## config.mk

```make
export PLATFORM = sky130hd
export DESIGN_NAME = countdown_timer_with_preset_flat
export DESIGN_NICKNAME = d
export VERILOG_FILES = /design/src/rtl/cdt_pkg.sv /design/src/rtl/cdt_if.sv /design/src/rtl/countdown_timer_with_preset.sv /design/src/rtl/cdt_digits.sv /design/src/flat_wrapper.sv
export SDC_FILE = /design/constraint.sdc
export NUM_CORES = 1
export LEC_CHECK = 0
export BUFFER_PORTS_ARGS = -buffer_cell sky130_fd_sc_hd__buf_2
export CAP_MARGIN = 40
export CORE_ASPECT_RATIO = 0.5
export CORE_UTILIZATION = 60
export CTS_BUF_LIST = sky130_fd_sc_hd__clkbuf_8
export DETAILED_ROUTE_END_ITERATION = 8
export PLACE_DENSITY_LB_ADDON = 0.1
export SLEW_MARGIN = 15
export SYNTH_ARGS = -nofsm -noshare
export SYNTH_HDL_FRONTEND = slang
export SYNTH_HIERARCHICAL = 1
export SYNTH_SLANG_ARGS = --single-unit
```

## constraint.sdc

```tcl
create_clock -name clock -period 20 [get_ports clock]
set_input_delay 4 -clock clock [delete_from_list [all_inputs] [get_ports clock]]
set_output_delay 4 -clock clock [all_outputs]
set_load 0.02 [all_outputs]
```

## src/rtl/cdt_pkg.sv

```systemverilog
// ----------------------------------------------------------------------------
// cdt_pkg
// Shared widths, reset values, command and register codes for the seconds
// countdown timer.
// ----------------------------------------------------------------------------
package cdt_pkg;

   localparam int CmdWidth      = 3;
   localparam int StepWidth     = 7;
   localparam int CountWidth    = 10;
   localparam int DigitWidth    = 4;
   localparam int CsrIndexWidth = 2;
   localparam int CsrDataWidth  = 10;

   // Largest count the three digit display can show
   localparam logic [CountWidth-1:0] CountCap = 10'd999;

   // Reset values of the configuration registers and of the preset
   localparam logic [StepWidth-1:0]  ResetFastStep    = 7'd10;
   localparam logic [CountWidth-1:0] ResetMaxTime     = 10'd999;
   localparam logic [CountWidth-1:0] ResetMinTime     = 10'd5;
   localparam logic [CountWidth-1:0] ResetDefaultTime = 10'd60;
   localparam logic [CountWidth-1:0] ResetPreset      = 10'd60;

   // Command codes carried by a request transfer
   typedef enum logic [CmdWidth-1:0] {
      CMD_TICK   = 3'd0,
      CMD_INC    = 3'd1,
      CMD_DEC    = 3'd2,
      CMD_TOGGLE = 3'd3,
      CMD_RESET  = 3'd4
   } cmd_type;

   // Configuration register indexes
   typedef enum logic [CsrIndexWidth-1:0] {
      CSR_FAST_STEP    = 2'd0,
      CSR_MAX_TIME     = 2'd1,
      CSR_MIN_TIME     = 2'd2,
      CSR_DEFAULT_TIME = 2'd3
   } csr_index_type;

   // Limit a register value to the displayable range
   function automatic logic [CountWidth-1:0] cap_count(input logic [CountWidth-1:0] v);
      cap_count = (v > CountCap) ? CountCap : v;
   endfunction

endpackage

```

## src/rtl/cdt_if.sv

```systemverilog
// ----------------------------------------------------------------------------
// cdt_if
// Valid/ready channels of the countdown timer: command requests and
// per-command status responses.
// ----------------------------------------------------------------------------

// Command channel
interface cdt_req_if;
   logic                          valid;
   logic                          ready;
   logic [cdt_pkg::CmdWidth-1:0]  cmd;
   logic                          fast;
   logic                          to_default;

   modport source (output valid, output cmd, output fast, output to_default, input ready);
   modport sink   (input valid, input cmd, input fast, input to_default, output ready);
endinterface

// Status channel
interface cdt_rsp_if;
   logic                            valid;
   logic                            ready;
   logic [cdt_pkg::CountWidth-1:0]  count;
   logic [cdt_pkg::DigitWidth-1:0]  digit_hundreds;
   logic [cdt_pkg::DigitWidth-1:0]  digit_tens;
   logic [cdt_pkg::DigitWidth-1:0]  digit_ones;
   logic                            running;
   logic                            done_res;
   logic                            timeout;
   logic                            preset_changed;

   modport source (output valid, output count, output digit_hundreds, output digit_tens,
                   output digit_ones, output running, output done_res, output timeout,
                   output preset_changed, input ready);
   modport sink   (input valid, input count, input digit_hundreds, input digit_tens,
                   input digit_ones, input running, input done_res, input timeout,
                   input preset_changed, output ready);
endinterface

```

## src/rtl/countdown_timer_with_preset.sv

```systemverilog
// ----------------------------------------------------------------------------
// countdown_timer_with_preset
// Seconds countdown timer with a saved preset and a three digit readout.
// ----------------------------------------------------------------------------
// Usage:
//   req_chan carries one command per transfer: second tick, increase,
//   decrease, start/pause toggle or reset (with optional load of the default
//   preset). rsp_chan returns exactly one status per command: the count,
//   its three decimal digits, running/finished flags, a timeout pulse and
//   a preset-changed flag.
//   csr_we/csr_index/csr_wdata write fast step, max, min and default time;
//   write them only while no command is in flight.
//   A command taken into the input register is presented on rsp_chan
//   once the state update loads the result register.
//   Throughput: one command per cycle while rsp_chan is not stalled; the
//   state update sits between the input register and the result register.
//   Reset (synchronous, active high) empties both registers, loads the
//   register reset values and puts the timer stopped and finished at 60.
//   When the receiver stalls, the result register holds; one more command
//   is taken into the input register, then req_chan.ready drops.
// ----------------------------------------------------------------------------
module countdown_timer_with_preset (
   input  logic                                 clock,
   input  logic                                 reset,
   cdt_req_if.sink                              req_chan,
   cdt_rsp_if.source                            rsp_chan,
   input  logic                                 csr_we,
   input  logic [cdt_pkg::CsrIndexWidth-1:0]    csr_index,
   input  logic [cdt_pkg::CsrDataWidth-1:0]     csr_wdata
);

   // Configuration registers
   logic [cdt_pkg::StepWidth-1:0]  fast_step_ff;
   logic [cdt_pkg::CountWidth-1:0] max_time_ff;
   logic [cdt_pkg::CountWidth-1:0] min_time_ff;
   logic [cdt_pkg::CountWidth-1:0] default_time_ff;

   // Input register
   logic                          in_valid_ff;
   logic [cdt_pkg::CmdWidth-1:0]  in_cmd_ff;
   logic                          in_fast_ff;
   logic                          in_to_default_ff;

   // Timer state
   logic [cdt_pkg::CountWidth-1:0] remaining_ff, remaining_in;
   logic [cdt_pkg::CountWidth-1:0] preset_ff, preset_in;
   logic                           running_ff, running_in;
   logic                           done_ff, done_in;
   logic                           timeout_in, changed_in;

   // Result register
   logic                            out_valid_ff;
   logic [cdt_pkg::CountWidth-1:0]  out_count_ff;
   logic [cdt_pkg::DigitWidth-1:0]  out_hundreds_ff, out_tens_ff, out_ones_ff;
   logic                            out_running_ff, out_done_ff;
   logic                            out_timeout_ff, out_changed_ff;

   logic [cdt_pkg::DigitWidth-1:0]  hundreds_in, tens_in, ones_in;

   logic                            advance;
   logic                            req_xfer;
   logic                            update;
   logic [cdt_pkg::CountWidth-1:0]  step;
   logic [cdt_pkg::CountWidth-1:0]  hi_lim, lo_lim, def_time;
   logic [cdt_pkg::CountWidth:0]    sum;
   logic [cdt_pkg::CountWidth:0]    diff;

   // Handshake: the result register moves when empty or taken
   assign advance        = !out_valid_ff || rsp_chan.ready;
   assign req_chan.ready = !in_valid_ff || advance;
   assign req_xfer       = req_chan.valid && req_chan.ready;
   assign update         = in_valid_ff && advance;

   // Configuration writes
   always_ff @(posedge clock) begin
      if (reset) begin
         fast_step_ff    <= cdt_pkg::ResetFastStep;
         max_time_ff     <= cdt_pkg::ResetMaxTime;
         min_time_ff     <= cdt_pkg::ResetMinTime;
         default_time_ff <= cdt_pkg::ResetDefaultTime;
      end else if (csr_we) begin
         case (cdt_pkg::csr_index_type'(csr_index))
            cdt_pkg::CSR_FAST_STEP:    fast_step_ff    <= csr_wdata[cdt_pkg::StepWidth-1:0];
            cdt_pkg::CSR_MAX_TIME:     max_time_ff     <= csr_wdata[cdt_pkg::CountWidth-1:0];
            cdt_pkg::CSR_MIN_TIME:     min_time_ff     <= csr_wdata[cdt_pkg::CountWidth-1:0];
            cdt_pkg::CSR_DEFAULT_TIME: default_time_ff <= csr_wdata[cdt_pkg::CountWidth-1:0];
            default: ;
         endcase
      end
   end

   // Input register
   always_ff @(posedge clock) begin
      if (reset) begin
         in_valid_ff <= 1'b0;
      end else if (req_chan.ready) begin
         in_valid_ff <= req_chan.valid;
      end
   end

   always_ff @(posedge clock) begin
      if (req_xfer) begin
         in_cmd_ff        <= req_chan.cmd;
         in_fast_ff       <= req_chan.fast;
         in_to_default_ff <= req_chan.to_default;
      end
   end

   // Adjust operands and limits
   assign step     = in_fast_ff ? cdt_pkg::CountWidth'(fast_step_ff) : cdt_pkg::CountWidth'(1);
   assign hi_lim   = cdt_pkg::cap_count(max_time_ff);
   assign lo_lim   = cdt_pkg::cap_count(min_time_ff);
   assign def_time = cdt_pkg::cap_count(default_time_ff);
   assign sum      = {1'b0, remaining_ff} + {1'b0, step};
   assign diff     = {1'b0, remaining_ff} - {1'b0, step};

   // Next state for the command in the input register
   always_comb begin
      remaining_in = remaining_ff;
      preset_in    = preset_ff;
      running_in   = running_ff;
      done_in      = done_ff;
      timeout_in   = 1'b0;
      changed_in   = 1'b0;
      case (cdt_pkg::cmd_type'(in_cmd_ff))
         cdt_pkg::CMD_TICK: begin
            if (running_ff) begin
               if (remaining_ff <= cdt_pkg::CountWidth'(1)) begin
                  remaining_in = '0;
                  running_in   = 1'b0;
                  done_in      = 1'b1;
                  timeout_in   = 1'b1;
               end else begin
                  remaining_in = remaining_ff - cdt_pkg::CountWidth'(1);
               end
            end
         end
         cdt_pkg::CMD_INC: begin
            remaining_in = (sum > {1'b0, hi_lim}) ? hi_lim : sum[cdt_pkg::CountWidth-1:0];
         end
         cdt_pkg::CMD_DEC: begin
            // borrow means the difference went negative
            if (diff[cdt_pkg::CountWidth] || (diff[cdt_pkg::CountWidth-1:0] < lo_lim)) begin
               remaining_in = lo_lim;
            end else begin
               remaining_in = diff[cdt_pkg::CountWidth-1:0];
            end
         end
         cdt_pkg::CMD_TOGGLE: begin
            running_in = !running_ff;
            if (!running_ff && done_ff) begin
               preset_in = remaining_ff;
               done_in   = 1'b0;
            end
         end
         cdt_pkg::CMD_RESET: begin
            running_in   = 1'b0;
            done_in      = 1'b1;
            remaining_in = preset_ff;
            if (in_to_default_ff && (preset_ff != def_time)) begin
               preset_in    = def_time;
               remaining_in = def_time;
               changed_in   = 1'b1;
            end
         end
         default: ;
      endcase
   end

   // Decimal split of the new count
   cdt_digits u_digits (
      .value    (remaining_in),
      .hundreds (hundreds_in),
      .tens     (tens_in),
      .ones     (ones_in)
   );

   // State update
   always_ff @(posedge clock) begin
      if (reset) begin
         remaining_ff <= cdt_pkg::ResetPreset;
         preset_ff    <= cdt_pkg::ResetPreset;
         running_ff   <= 1'b0;
         done_ff      <= 1'b1;
      end else if (update) begin
         remaining_ff <= remaining_in;
         preset_ff    <= preset_in;
         running_ff   <= running_in;
         done_ff      <= done_in;
      end
   end

   // Result register
   always_ff @(posedge clock) begin
      if (reset) begin
         out_valid_ff <= 1'b0;
      end else if (advance) begin
         out_valid_ff <= in_valid_ff;
      end
   end

   always_ff @(posedge clock) begin
      if (update) begin
         out_count_ff    <= remaining_in;
         out_hundreds_ff <= hundreds_in;
         out_tens_ff     <= tens_in;
         out_ones_ff     <= ones_in;
         out_running_ff  <= running_in;
         out_done_ff     <= done_in;
         out_timeout_ff  <= timeout_in;
         out_changed_ff  <= changed_in;
      end
   end

   assign rsp_chan.valid          = out_valid_ff;
   assign rsp_chan.count          = out_count_ff;
   assign rsp_chan.digit_hundreds = out_hundreds_ff;
   assign rsp_chan.digit_tens     = out_tens_ff;
   assign rsp_chan.digit_ones     = out_ones_ff;
   assign rsp_chan.running        = out_running_ff;
   assign rsp_chan.done_res       = out_done_ff;
   assign rsp_chan.timeout        = out_timeout_ff;
   assign rsp_chan.preset_changed = out_changed_ff;

endmodule

```

## src/rtl/cdt_digits.sv

```systemverilog
// ----------------------------------------------------------------------------
// cdt_digits
// Splits a count of 0 to 999 into hundreds, tens and ones decimal digits
// using reciprocal multiplication by constants.
// ----------------------------------------------------------------------------
module cdt_digits (
   input  logic [cdt_pkg::CountWidth-1:0] value,
   output logic [cdt_pkg::DigitWidth-1:0] hundreds,
   output logic [cdt_pkg::DigitWidth-1:0] tens,
   output logic [cdt_pkg::DigitWidth-1:0] ones
);

   logic [15:0] h_prod;
   logic [9:0]  h_rem;
   logic [6:0]  rem;
   logic [14:0] t_prod;
   logic [6:0]  o_rem;

   // value/100 as value*41 >> 12, exact for 0..999
   assign h_prod   = 16'(value) * 16'd41;
   assign hundreds = h_prod[15:12];
   assign h_rem    = value - (10'(hundreds) * 10'd100);
   assign rem      = h_rem[6:0];

   // rem/10 as rem*205 >> 11, exact for 0..99
   assign t_prod = 15'(rem) * 15'd205;
   assign tens   = t_prod[14:11];
   assign o_rem  = rem - (7'(tens) * 7'd10);
   assign ones   = o_rem[3:0];

endmodule

```

## src/flat_wrapper.sv

```systemverilog
// flat-port wrapper written by rule: the top's interface ports become plain ports
module countdown_timer_with_preset_flat 
  (clock, reset, csr_we, csr_index, csr_wdata, req_chan_valid, req_chan_cmd, req_chan_fast, req_chan_to_default, req_chan_ready, rsp_chan_valid, rsp_chan_count, rsp_chan_digit_hundreds, rsp_chan_digit_tens, rsp_chan_digit_ones, rsp_chan_running, rsp_chan_done_res, rsp_chan_timeout, rsp_chan_preset_changed, rsp_chan_ready);
  cdt_req_if req_chan_i ();
  cdt_rsp_if rsp_chan_i ();
  input  logic clock;
  input  logic reset;
  input  logic csr_we;
  input  logic [cdt_pkg::CsrIndexWidth-1:0] csr_index;
  input  logic [cdt_pkg::CsrDataWidth-1:0] csr_wdata;
  input wire logic [$bits(req_chan_i.valid)-1:0] req_chan_valid;
  input wire logic [$bits(req_chan_i.cmd)-1:0] req_chan_cmd;
  input wire logic [$bits(req_chan_i.fast)-1:0] req_chan_fast;
  input wire logic [$bits(req_chan_i.to_default)-1:0] req_chan_to_default;
  output wire logic [$bits(req_chan_i.ready)-1:0] req_chan_ready;
  output wire logic [$bits(rsp_chan_i.valid)-1:0] rsp_chan_valid;
  output wire logic [$bits(rsp_chan_i.count)-1:0] rsp_chan_count;
  output wire logic [$bits(rsp_chan_i.digit_hundreds)-1:0] rsp_chan_digit_hundreds;
  output wire logic [$bits(rsp_chan_i.digit_tens)-1:0] rsp_chan_digit_tens;
  output wire logic [$bits(rsp_chan_i.digit_ones)-1:0] rsp_chan_digit_ones;
  output wire logic [$bits(rsp_chan_i.running)-1:0] rsp_chan_running;
  output wire logic [$bits(rsp_chan_i.done_res)-1:0] rsp_chan_done_res;
  output wire logic [$bits(rsp_chan_i.timeout)-1:0] rsp_chan_timeout;
  output wire logic [$bits(rsp_chan_i.preset_changed)-1:0] rsp_chan_preset_changed;
  input wire logic [$bits(rsp_chan_i.ready)-1:0] rsp_chan_ready;
  assign req_chan_i.valid = req_chan_valid;
  assign req_chan_i.cmd = req_chan_cmd;
  assign req_chan_i.fast = req_chan_fast;
  assign req_chan_i.to_default = req_chan_to_default;
  assign req_chan_ready = req_chan_i.ready;
  assign rsp_chan_valid = rsp_chan_i.valid;
  assign rsp_chan_count = rsp_chan_i.count;
  assign rsp_chan_digit_hundreds = rsp_chan_i.digit_hundreds;
  assign rsp_chan_digit_tens = rsp_chan_i.digit_tens;
  assign rsp_chan_digit_ones = rsp_chan_i.digit_ones;
  assign rsp_chan_running = rsp_chan_i.running;
  assign rsp_chan_done_res = rsp_chan_i.done_res;
  assign rsp_chan_timeout = rsp_chan_i.timeout;
  assign rsp_chan_preset_changed = rsp_chan_i.preset_changed;
  assign rsp_chan_i.ready = rsp_chan_ready;
  countdown_timer_with_preset u_core (.clock(clock), .reset(reset), .req_chan(req_chan_i), .rsp_chan(rsp_chan_i), .csr_we(csr_we), .csr_index(csr_index), .csr_wdata(csr_wdata));
endmodule
```

==> flow_summary.toml <==
[hold_path]
whs_path_depth = 2
hp-class = "flip-flop to flip-flop"

[synth]
synth_common_cells = "ha_1 (107), nand2_1 (88), nor2_1 (88)"
synth.area.top_cells = "ha_1 (17%), dfxtp_1 (16%), edfxtp_1 (12%), nand2_1 (4.2%), nor2_1 (4.2%)"
synth_edf_count = 31
ys_seq_area_frac = 0.276
ys.flop_type = "dfxtp_1"
synth_area_leader_cell = "ha_1"
synth_cell_type_count = 85
synth-seq-cells = 92
ys_warn_count = 6
synth_top_area_share = 0.172
synthMostInstantiatedCell = "ha_1"
syn_inst = 899
syn_nets = 1044
synthArstFlopShare = 0
synth_area_per_cell_sq_um = 8.66
netlist_area_sq_mm = 0.00779

[setup_path]
cpMaxStageDelayCell = "a21boi_1"
startpoint_type = "flip-flop"
rr_startpoint = "u_core/remaining_ff[0]"
slowest_delay_ps = 610
cp-startpoint = "u_core/remaining_ff[0]"
crit_top_cell = "ha_1"
r2r-end = "u_core/rsp_chan.digit_ones[3]"
cp-end-kind = "flip-flop"
critPathKind = "flip-flop to flip-flop"
cp_max_fo = 11
cp.arrival_ps = 13180
reg2reg_slack_ps = 6950
r2r_cells = 48
cp-endpoint = "u_core/rsp_chan.digit_ones[3]"
required_ps = 20130

[cts]
cts_setup_buffers = 0
cts_root_buf = "clkbuf_8"
cts_resized = 0
cts_tree = "built"
numCtsBuffers = 9
holdBufCountCts = 0
cts_max_level = 3
clock_latency_ps = 370
clk_pin_slew_ps = 100
max-clock-path-buffers = 2
cts_sinks = 92

[finish]
nNetsFinal = 1074
multiInputGateArea_sq_mm = 0.00519
final_area_sq_mm = 0.00835
regArea_sq_mm = 0.00215
n_antenna_cell = 0
syn_to_final_growth_pct = 7.28
final_layout_size_suffix_gt1_frac = 0.0964
fill_cells = 1021

[placement]
gp_congestion = 1.04
io_buffers = 49
dpl-instance-area_sq_mm = 0.00815
dpl.hpwl_mm = 17.2

[global_route]
grt_pass1_vias = 6329
grt.total_usage = 0.333
grt_pass1_wl_mm = 33.7
grt_start_max_net_pins = 36
grt.overflow.total = 0
antenna_found_initial = 0

[floorplanning]
die_y_um = 82.6
floorplan.initialDensity = 0.637
die_area_sq_mm = 0.0135
die_x_um = 163
core.rowCount = 28
core-area_sq_mm = 0.0122
io_pins = 50

[timing]
post-route-period-util = 0.653
relSlewSlack = 0.456
rsz0062_at_grt = "no"
fin_crit_ps = 13050
fmax_mhz = 76.6
hold_viol = 0
skew_ps = 15.6
drv_slew = 0
tns_ps = 0
worst_pin_slew_ps = 814
setup_viol = 0

[detailed_routing]
first_pass_iters = 6
wl_per_cell_um = 19.6
drtIter0Drc = 585
antenna_left = 0
route.detailed.drc = 0
drt-total-wl_mm = 21.6
via_per_inst = 6.17
vias = 6786

[status]
status = "completed"

[run]
maxCapViolCount = 0
cell usage in the layout, fill, tap and decap left out, types with 16 or more instances in the layout:
master,synthesis,layout
o21ai_0,26,26
nand2_1,88,88
mux2i_1,17,17
buf_2,5,49
nor3_1,19,19
a21oi_1,55,55
dfxtp_1,61,61
inv_1,72,73
fa_1,16,16
xnor2_1,32,32
nor2_1,88,88
ha_1,107,107
edfxtp_1,31,31
nand3_1,21,21
state kept, by name (all words and copies together) (netlist names), 7 cells and up:
signal and count:
u_core/remaining_ff 10, u_core/preset_ff 10, u_core/default_time_ff 10, u_core/fast_step_ff 7, u_core/min_time_ff 10, u_core/max_time_ff 10, u_core/rsp_chan.count 10
final cells by class:
class / count / area share
Tap cell: 165 / 0.0247
Clock buffer: 9 / 0.0148
Inverter: 74 / 0.0333
Clock inverter: 7 / 0.00899
Multi-Input combinational cell: 695 / 0.622
Sequential cell: 92 / 0.258
Timing Repair Buffer: 57 / 0.0389
how the worst min path moves through the flow:
stage / endpoint / from
2_1_floorplan: u_core/max_time_ff[0] / u_core/max_time_ff[0]
3_3_place_gp: u_core/max_time_ff[1] / u_core/max_time_ff[1]
3_5_place_dp: u_core/min_time_ff[1] / u_core/min_time_ff[1]
4_1_cts: u_core/min_time_ff[1] / u_core/min_time_ff[1]
5_1_grt: u_core/min_time_ff[1] / u_core/min_time_ff[1]
6_report: u_core/min_time_ff[1] / u_core/min_time_ff[1]
worst max-delay path: cells and delay by family, from the launching register on:
kind | cells | cell delay [ps]
xor+xnor | 3 | 400
simple gates | 6 | 1570
mux | 1 | 120
compound gates | 17 | 4610
flops | 1 | 500
buf+inv | 6 | 590
fa+ha+maj | 15 | 5020
cell families (layout without fill, tap and decap cells):
kind of cell / after synthesis / in the layout / share of synthesized area
AND/OR/NAND/NOR: 306 / 306 / 0.193
XOR/XNOR: 45 / 45 / 0.0506
AO/OA/AOI/OAI: 201 / 201 / 0.184
adder cells (fa/ha/maj): 123 / 123 / 0.213
buffers and inverters: 112 / 147 / 0.0567
flip-flops: 92 / 92 / 0.276
multiplexers: 20 / 20 / 0.0267
layer usage:
layer / track usage / share of wire / vias up
met5: 0 / 0 / -
met4: 0.0794 / 0.013 / 0
met3: 0.0874 / 0.093 / 24
met2: 0.522 / 0.43 / 254
met1: 0.458 / 0.46 / 3209
li1: - / - / 3299
per-stage QoR:
step | cells | hold slack, ps | util | setup slack [ps]
2_1_floorplan | 899 | 433 | - | 8180
3_3_place_gp | 1080 | 455 | 0.663 | 6900
3_5_place_dp | 1082 | 460 | 0.666 | 6820
4_1_cts | 1098 | 475 | 0.683 | 6810
5_1_grt | 1099 | 496 | 0.683 | 5950
6_report | 1099 | 475 | 0.683 | 6950
Power is not shown: default switching activity piles up to over one toggle a cycle in this logic, so the estimate is an artifact.
